[config.mk]
export PLATFORM = sky130hd
export DESIGN_NAME = utf8_stream_decoder_unit
export DESIGN_NICKNAME = d
export VERILOG_FILES = /design/src/hdl/utf8sd_pkg.sv /design/src/hdl/utf8sd_decode.sv /design/src/hdl/utf8_stream_decoder_unit.sv
export SDC_FILE = /design/constraint.sdc
export NUM_CORES = 1
export LEC_CHECK = 0
export ABC_AREA = 1
export BUFFER_PORTS_ARGS = -buffer_cell sky130_fd_sc_hd__buf_2
export CORE_ASPECT_RATIO = 1.1
export CORE_MARGIN = 3
export CORE_UTILIZATION = 50
export CTS_BUF_LIST = sky130_fd_sc_hd__clkbuf_2
export DETAILED_ROUTE_END_ITERATION = 12
export PLACE_DENSITY = 0.76
export SLEW_MARGIN = 10
export SYNTH_ARGS = -nofsm -noshare
export SYNTH_HDL_FRONTEND = slang
export SYNTH_HIERARCHICAL = 1
export SYNTH_SLANG_ARGS = --single-unit
[constraint.sdc]
create_clock -name clk -period 2.5 [get_ports clk]
set_input_delay 0.5 -clock clk [delete_from_list [all_inputs] [get_ports clk]]
set_output_delay 0.5 -clock clk [all_outputs]
set_load 0.005 [all_outputs]
[src/hdl/utf8sd_pkg.sv]
// ----------------------------------------------------------------------------
// utf8sd_pkg
// Shared types and constants for the UTF-8 stream decoder.
// ----------------------------------------------------------------------------
package utf8sd_pkg;

    localparam int ByteW  = 8;
    localparam int CpW    = 21;
    localparam int PendW  = 2;
    localparam int TdataW = ((CpW + 7) / 8) * 8;

    localparam logic [CpW-1:0] CP_REPLACEMENT = 21'h00FFFD;
    localparam logic [CpW-1:0] SURR_LOW       = 21'h00D800;
    localparam logic [CpW-1:0] SURR_HIGH      = 21'h00DFFF;
    localparam logic [ByteW-1:0] LEAD4_MAX    = 8'hF4;

    // Sequence state carried between bytes
    typedef struct packed {
        logic [PendW-1:0] pending;
        logic [CpW-1:0]   partial;
    } dec_state_t;

    // Decode result for one byte
    typedef struct packed {
        logic           emit;
        logic [CpW-1:0] code_point;
        logic           replaced;
    } dec_result_t;

endpackage

[src/hdl/utf8sd_decode.sv]
// ----------------------------------------------------------------------------
// utf8sd_decode
// One-byte decode step: next sequence state and optional code point.
// ----------------------------------------------------------------------------
module utf8sd_decode
(
    input  logic [utf8sd_pkg::ByteW-1:0] in_byte,
    input  utf8sd_pkg::dec_state_t       state,
    output utf8sd_pkg::dec_state_t       state_next,
    output utf8sd_pkg::dec_result_t      result
);

    logic                        raw_emit;
    logic [utf8sd_pkg::CpW-1:0]  raw_cp;
    logic                        raw_repl;
    logic [utf8sd_pkg::CpW-1:0]  shifted;
    logic                        is_surr;

    assign shifted = {state.partial[utf8sd_pkg::CpW-7:0], in_byte[5:0]};

    always_comb
    begin
        state_next = state;
        raw_emit   = 1'b0;
        raw_cp     = '0;
        raw_repl   = 1'b0;
        if (state.pending != '0)
        begin
            // continuation byte, top bits unchecked
            state_next.partial = shifted;
            state_next.pending = state.pending - 2'd1;
            raw_emit           = (state.pending == 2'd1);
            raw_cp             = shifted;
        end
        else if (in_byte[7] == 1'b0)
        begin
            raw_emit = 1'b1;
            raw_cp   = {{(utf8sd_pkg::CpW-utf8sd_pkg::ByteW){1'b0}}, in_byte};
        end
        else if (in_byte[7:5] == 3'b110)
        begin
            state_next.partial = {{(utf8sd_pkg::CpW-5){1'b0}}, in_byte[4:0]};
            state_next.pending = 2'd1;
        end
        else if (in_byte[7:4] == 4'b1110)
        begin
            state_next.partial = {{(utf8sd_pkg::CpW-4){1'b0}}, in_byte[3:0]};
            state_next.pending = 2'd2;
        end
        else if (in_byte[7:3] == 5'b11110 && in_byte <= utf8sd_pkg::LEAD4_MAX)
        begin
            state_next.partial = {{(utf8sd_pkg::CpW-3){1'b0}}, in_byte[2:0]};
            state_next.pending = 2'd3;
        end
        else
        begin
            // stray continuation or invalid lead
            raw_emit = 1'b1;
            raw_cp   = utf8sd_pkg::CP_REPLACEMENT;
            raw_repl = 1'b1;
        end
    end

    assign is_surr = (raw_cp >= utf8sd_pkg::SURR_LOW) && (raw_cp <= utf8sd_pkg::SURR_HIGH);

    always_comb
    begin
        result.emit       = raw_emit;
        result.code_point = is_surr ? utf8sd_pkg::CP_REPLACEMENT : raw_cp;
        result.replaced   = raw_repl | is_surr;
    end

endmodule

[src/hdl/utf8_stream_decoder_unit.sv]
// ----------------------------------------------------------------------------
// utf8_stream_decoder_unit
// Byte-serial UTF-8 decoder, one byte per cycle unless the output stalls, one code point per sequence.
// ----------------------------------------------------------------------------
// Usage:
//   Slave channel (s_*) takes one raw stream byte per word in s_tdata[7:0].
//   Master channel (m_*) gives one decoded code point per word:
//     m_tdata[20:0] code point, m_tuser = 1 when it is U+FFFD standing in
//     for a bad lead byte or a surrogate value.
//   Bytes that open or extend a sequence produce no output word.
//   Throughput: one byte per cycle sustained unless an emitting byte is
//   blocked by the output; the only loop is the sequence state (pending
//   count and partial value), updated by a shift, mask and OR.
//   Pipeline: two register stages. An accepted byte sits in the input
//   register; its code point moves to the output register once that is free.
//   Stall: while m_tready is low the output word holds; the input register
//   still drains bytes that produce no output, and s_tready drops only when
//   a byte that completes a code point finds the output register full.
//   Reset (rst_n low, async): both stages empty, no sequence open.
// ----------------------------------------------------------------------------
module utf8_stream_decoder_unit
(
    input  logic                              clk,
    input  logic                              rst_n,
    input  logic                              s_tvalid,
    output logic                              s_tready,
    input  logic [utf8sd_pkg::ByteW-1:0]      s_tdata,   // [7:0] in_byte
    output logic                              m_tvalid,
    input  logic                              m_tready,
    output logic [utf8sd_pkg::TdataW-1:0]     m_tdata,   // [20:0] code_point, rest zero
    output logic                              m_tuser    // [0] replaced
);

    // input stage
    logic                           byte_valid_reg;
    logic [utf8sd_pkg::ByteW-1:0]   byte_reg;

    // sequence state
    utf8sd_pkg::dec_state_t         state_reg;
    utf8sd_pkg::dec_state_t         state_next;
    utf8sd_pkg::dec_result_t        result;

    // output stage
    logic                           out_valid_reg;
    logic [utf8sd_pkg::CpW-1:0]     out_cp_reg;
    logic                           out_repl_reg;

    logic                           out_free;
    logic                           advance;
    logic                           s_accept;

    utf8sd_decode u_decode
    (
        .in_byte    (byte_reg),
        .state      (state_reg),
        .state_next (state_next),
        .result     (result)
    );

    // output slot is free when empty or being taken this cycle
    assign out_free = !out_valid_reg || m_tready;
    // input byte retires unless it emits into a blocked output
    assign advance  = byte_valid_reg && (!result.emit || out_free);
    assign s_tready = !byte_valid_reg || advance;
    assign s_accept = s_tvalid && s_tready;

    always_ff @(posedge clk or negedge rst_n)
    begin
        if (!rst_n)
        begin
            byte_valid_reg <= 1'b0;
        end
        else if (s_tready)
        begin
            byte_valid_reg <= s_tvalid;
        end
    end

    always_ff @(posedge clk)
    begin
        if (s_accept)
        begin
            byte_reg <= s_tdata;
        end
    end

    always_ff @(posedge clk or negedge rst_n)
    begin
        if (!rst_n)
        begin
            state_reg <= '0;
        end
        else if (advance)
        begin
            state_reg <= state_next;
        end
    end

    always_ff @(posedge clk or negedge rst_n)
    begin
        if (!rst_n)
        begin
            out_valid_reg <= 1'b0;
        end
        else if (out_free)
        begin
            out_valid_reg <= advance && result.emit;
        end
    end

    always_ff @(posedge clk)
    begin
        if (advance && result.emit)
        begin
            out_cp_reg   <= result.code_point;
            out_repl_reg <= result.replaced;
        end
    end

    assign m_tvalid = out_valid_reg;
    assign m_tdata  = {{(utf8sd_pkg::TdataW-utf8sd_pkg::CpW){1'b0}}, out_cp_reg};
    assign m_tuser  = out_repl_reg;

`ifndef NO_ASSERTIONS
    // a flagged word always carries the replacement character
    a_repl_value: assert property (@(posedge clk) disable iff (!rst_n)
        (m_tvalid && m_tuser) |-> (m_tdata[20:0] == utf8sd_pkg::CP_REPLACEMENT))
        else $error("replaced word without U+FFFD");

    // no surrogate value leaves unflagged
    a_no_surrogate: assert property (@(posedge clk) disable iff (!rst_n)
        (m_tvalid && !m_tuser) |->
            ((m_tdata[20:0] < utf8sd_pkg::SURR_LOW) || (m_tdata[20:0] > utf8sd_pkg::SURR_HIGH)))
        else $error("surrogate code point emitted");

    // a freshly opened four-byte sequence holds only three payload bits
    a_lead4_width: assert property (@(posedge clk) disable iff (!rst_n)
        (state_reg.pending == 2'd3) |-> (state_reg.partial[20:3] == '0))
        else $error("partial value too wide for four-byte lead");

    // a stalled output word that is not taken stays pending
    a_out_hold: assert property (@(posedge clk) disable iff (!rst_n)
        (m_tvalid && !m_tready) |=> (m_tvalid && $stable(m_tdata) && $stable(m_tuser)))
        else $error("output word dropped under stall");
`endif

endmodule
Word-level counts from Yosys, hierarchy flattened

Index checks and enable logic that the tools add are counted.

Memory bits (read-only): 0
Bits in latches: 0
Memories kept: 0
Output and inout port bits: 27
RAM bits: 0
Bits in registers: 49

Multiply operators: 0
Add/sub/neg operators: 1
Shift-type cells: 0
Div/mod/pow operators: 0
Eq/ne operators: 4
Bitwise gates (word level): 1
Reductions and logical operators: 15
Multiplexer cells: 17
Magnitude comparators: 3

Operators with widths:

| cell                                                             | number |
|---|---|
| 2-to-1 mux 23 bit                                                | 5 |
| 2-to-1 mux 21 bit                                                | 4 |
| >= comparator 21 x 16 -> 1 bit, second input constant            | 1 |
| less-or-equal comparator 21 x 16 -> 1 bit, second input constant | 1 |
| 2-to-1 mux 16 bit                                                | 1 |
| less-or-equal comparator 8 bit, second input constant            | 1 |
| 2-to-1 mux 1 bit                                                 | 7 |
| equality test 5 bit, second input constant                       | 1 |
| logical AND 1 bit                                                | 5 |
| equality test 4 bit, second input constant                       | 1 |
| nonzero test 2 bit                                               | 2 |
| nonzero test 4 bit                                               | 1 |
| equality test 3 bit, second input constant                       | 1 |
| logical NOT 1 bit                                                | 3 |
| logical OR 1 bit                                                 | 3 |
| AND reduction 3 bit                                              | 1 |
| equality test 2 x 1 -> 1 bit, second input constant              | 1 |
| subtractor 2 x 1 -> 2 bit, second input constant                 | 1 |
| OR 1 bit                                                         | 1 |

Logic depth before layout (Yosys ltp)

Depth after elaboration: 12
Gate-level depth with buffers: 12
Mapped depth without buffers: 9

Cells and area by module

The synthesis kept the hierarchy.

Modules (own cells, without submodules):

| module                   | instances | seq. area each (sq um) | area an instance (sq um) | cells an instance |
|---|---|---|---|---|
| utf8_stream_decoder_unit | 1         | 1526.5                 | 1946.9                   | 146 |
| utf8sd_decode            | 1         | 0.0                    | 621.8                    | 130 |

Worst setup path after synthesis

OpenSTA, ideal clock, no wires.

Kind: reg2reg
Start point: register byte_reg[5] in the netlist's numbering
End point: register out_repl_reg (netlist: m_tuser) (enable)
Clock period less this slack: 2110 ps
Stages on the path, launching flop included: 10
Path buffers: 2
Setup slack: 390 ps
Library setup time: 377 ps
Arrival: 1733 ps
Path through: edfxtp_1 nand2_1 inv_1 nand3_2 nand3_1 buf_4 o21ai_0 buf_4 nand3_1 inv_1

Word-level cells in the longest chain between the ends: 11

Ends and longest elaborated chain:

| item                                                                  | line                            | RTL |
|---|---|---|
| from (decl)                                                           | utf8_stream_decoder_unit.sv:36  | `logic [utf8sd_pkg::ByteW-1:0] byte_reg;` |
| from (signal assigned)                                                | utf8_stream_decoder_unit.sv:83  | `byte_reg <= s_tdata;` |
| less-or-equal comparator 8 bit or equality test 5 bit (tied branches) | utf8sd_decode.sv:50             | `else if (in_byte[7:3] == 5'b11110 && in_byte <= utf8sd_pkg::LEAD4_MAX)` |
| logical AND 1 bit                                                     | utf8sd_decode.sv:50             |  |
| 2-to-1 mux 1 bit                                                      | utf8sd_decode.sv:50             |  |
| 2-to-1 mux 1 bit                                                      | utf8sd_decode.sv:45             | `else if (in_byte[7:4] == 4'b1110)` |
| 2-to-1 mux 1 bit (*)                                                  | utf8sd_decode.sv:40             | `else if (in_byte[7:5] == 3'b110)` |
| 2-to-1 mux 1 bit (*)                                                  | utf8sd_decode.sv:35             | `else if (in_byte[7] == 1'b0)` |
| 2-to-1 mux 1 bit (*)                                                  | utf8sd_decode.sv:27             | `if (state.pending != '0)` |
| net u_decode.raw_emit                                                 | utf8sd_decode.sv:13             | `logic raw_emit;` |
| logical NOT 1 bit                                                     | utf8_stream_decoder_unit.sv:63  | `assign advance = byte_valid_reg && (!result.emit \|\| out_free);` |
| logical OR 1 bit                                                      | utf8_stream_decoder_unit.sv:63  |  |
| logical AND 1 bit                                                     | utf8_stream_decoder_unit.sv:63  |  |
| logical AND 1 bit (*)                                                 | utf8_stream_decoder_unit.sv:113 | `if (advance && result.emit)` |
| to (signal assigned)                                                  | utf8_stream_decoder_unit.sv:116 | `out_repl_reg <= result.replaced;` |
| to (decl)                                                             | utf8_stream_decoder_unit.sv:46  | `logic out_repl_reg;` |

Mark *: on every way through the listed nets, which the timed path passes. The rest lies on a longest branch.
A chain may end at the register's enable or synchronous reset.

==> impl_metrics.py <==
metrics = {
    "cells_and_area": {
        "largest_register_ffs": 21,
        "area_growth_pct": 11.15,
        "final_util_pct": 58.24,
        "fillers": 397,
        "drive_above_1_share_pct": 23.02,
        "final_nets": 289,
        "diodes": 0,
    },
    "timing": {
        "timing.final.ws_setup_ns": 0.2200,
        "finalSetupViolCount": 0,
        "rsz0062_at_grt": "no",
        "finalHoldViolCount": 0,
        "slew_viol_final": 0,
        "hold_ws_ns": 0.2309,
        "final.min_clock_period_ns": 2.280,
        "max_freq_mhz": 438.6,
        "finalSetupTns_ns": 0,
        "worst_clock_skew_ns": 0.02390,
        "post-route-period-util_pct": 91.20,
    },
    "min_path": {
        "hold_class": "in2reg",
        "holdPathEnd": "byte_reg[4]$_DFFE_PP_",
        "hold_depth": 1,
        "min-delay-start": "s_tdata[4]",
    },
    "power": {
        "cellPowerDensity_nw_per_um2": 1065,
        "p_int_w": 0.001661,
        "p_switching_w": 0.001037,
        "power.total_w": 0.002698,
        "ir_drop_v": 0.0006157,
        "swShare_pct": 38.44,
        "power.leakage_nw": 1.228,
        "clockPowerShare_pct": 11.6,
        "comb_power_share_pct": 38.6,
        "pwr-share-seq_pct": 49.8,
    },
    "global_routing": {
        "grt_max_degree": 23,
        "overflow": 0,
        "antenna_found_initial": 0,
        "grt_use_total_pct": 17.10,
        "grt_pass1_wl_um": 7210,
        "grt_pass1_vias": 1659,
    },
    "detailed_routing": {
        "route.antenna.remaining_nets": 0,
        "dr_total_vias": 1754,
        "vias_per_cell": 5.283,
        "wl_per_cell_um": 13.13,
        "drtIter0Drc": 177,
        "drt_pass1_iterations": 4,
        "route.final.wire_length_um": 4360,
        "remaining_drc_errors": 0,
    },
    "critical_path": {
        "r2r_setup_slack_ns": 0.65,
        "end_kind": "output port",
        "slowest_stage": "edfxtp_1",
        "cp_max_fo": 5,
        "cp_num_buf_inv": 2,
        "cp_data_required_time_ns": 2.00,
        "max_stage_delay_ns": 0.50,
        "crit_type": "reg2out",
        "reg2regPathDepth": 8,
        "reg2reg_to": "out_cp_reg[6]$_DFFE_PP_",
        "start_kind": "flop",
        "arrival_ns": 1.78,
        "cp_top_family": "simple AND/OR/NAND/NOR gates",
        "path_cells": "nand2_1, inv_1, nand3_2, nand3_1, o21ai_2, nand4_1, buf_2",
        "r2r-start": "state_reg[22]$_DFFE_PN0P_",
    },
    "floorplanning": {
        "fp.dieW_um": 70.37,
        "dieArea_um2": 5404,
        "initial_core_util_pct": 52.40,
        "fp.dieH_um": 76.80,
        "placementRows": 25,
        "coreArea_um2": 4348,
        "ios": 39,
    },
    "job": {
        "drv_cap": 0,
    },
    "clock_network": {
        "cts_buffer_depth": 2,
        "cts_tree": "yes",
        "clock_latency_ns": 0.44,
        "cts_buffers": 5,
        "clk_pin_slew_ns": 0.21,
        "cts_sinks": 49,
        "cts_root_buf": "clkbuf_2",
        "htreeDepth": 2,
    },
    "synth": {
        "avgSynthCellArea_um2": 9.493,
        "synthCells": 240,
        "synth.cell_area_um2": 2278,
        "synth_warnings": 6,
    },
    "outcome": {
        "status": "complete, no violations",
    },
    "placement": {
        "portBuffers": 35,
        "place.gp.congestion": 0.8557,
        "hpwl_um": 2944,
        "pre_cts_slack_ns": 0.5611,
    },
}
-- layer usage --
| layer | track usage [%] | part of all wire, % | up-vias |
|---|---|---|---|
| li1 | - | - | 857 |
| met4 | 8.238 | 2.1 | 0 |
| met3 | 4.587 | 7.0 | 8 |
| met2 | 29.40 | 51 | 65 |
| met1 | 19.45 | 40 | 824 |
| met5 | 0 | 0 | - |
-- layout by cell type, fill, tap and decap left out, types with 2 or more instances in the layout --
cell and instances:
nand2_2 2, nand3_2 3, buf_2 35, inv_1 21
conb_1 3, nand4_1 5, nor2_1 11, buf_4 9
nand3_1 32, edfxtp_1 30, nor2_2 2, a21oi_1 4
dfrtp_1 19, nand2_1 71, o21ai_0 12, clkbuf_2 7
o21ai_1 3
-- power groups by stage --
stage / logic, W / clock network (W) / registers [W]
finish: 0.00104 / 0.000312 / 0.00134
global route: 0.00118 / 0.000350 / 0.00138
CTS: 0.00101 / 0.000325 / 0.00134
detailed placement: 0.00100 / 0 / 0.00136
global placement: 0.000967 / 0 / 0.00135
floorplan: 0.000715 / 0 / 0.00136
-- repair_timing --
action	4_1_cts	5_1_grt
hold endpoints to repair	19	0
setup endpoints to repair	0	1
hold buffers	1	0
buffers inserted	0	5
gates resized for setup	0	2
-- final cells by class --
class / count / area (µm²) / area share (%)
inverters: 22 / 85.08 / 3.360
repair buffers: 45 / 252.7 / 9.980
flip-flops and latches: 49 / 1376 / 54.35
multi-input cells: 154 / 710.7 / 28.06
well taps: 54 / 67.56 / 2.668
clock inverters: 1 / 5.005 / 0.1976
clock buffers: 7 / 35.03 / 1.383
-- worst max path at each step --
stage                                  to  cells after the start  slack, ns                      start
CTS                              s_tready                      5       0.05  state_reg[21]$_DFFE_PN0P_
global route                     s_tready                      7       0.02      byte_reg[7]$_DFFE_PP_
global placement                 s_tready                      5       0.60  state_reg[21]$_DFFE_PN0P_
finish                           s_tready                      7       0.22      byte_reg[5]$_DFFE_PP_
floorplan               m_tuser$_DFFE_PP_                      9       0.42      byte_reg[5]$_DFFE_PP_
detailed placement  byte_reg[1]$_DFFE_PP_                      7       0.56      byte_reg[0]$_DFFE_PP_
-- through the flow --
| step | instance area [µm²] | std cells |
|---|---|---|
| 3_3_place_gp | 2441 | 318 |
| 3_5_place_dp | 2441 | 318 |
| 6_report | 2532 | 332 |
| 2_1_floorplan | 2286 | 242 |
| 5_1_grt | 2532 | 332 |
| 4_1_cts | 2491 | 327 |
Power figures use the tool's default switching activity.
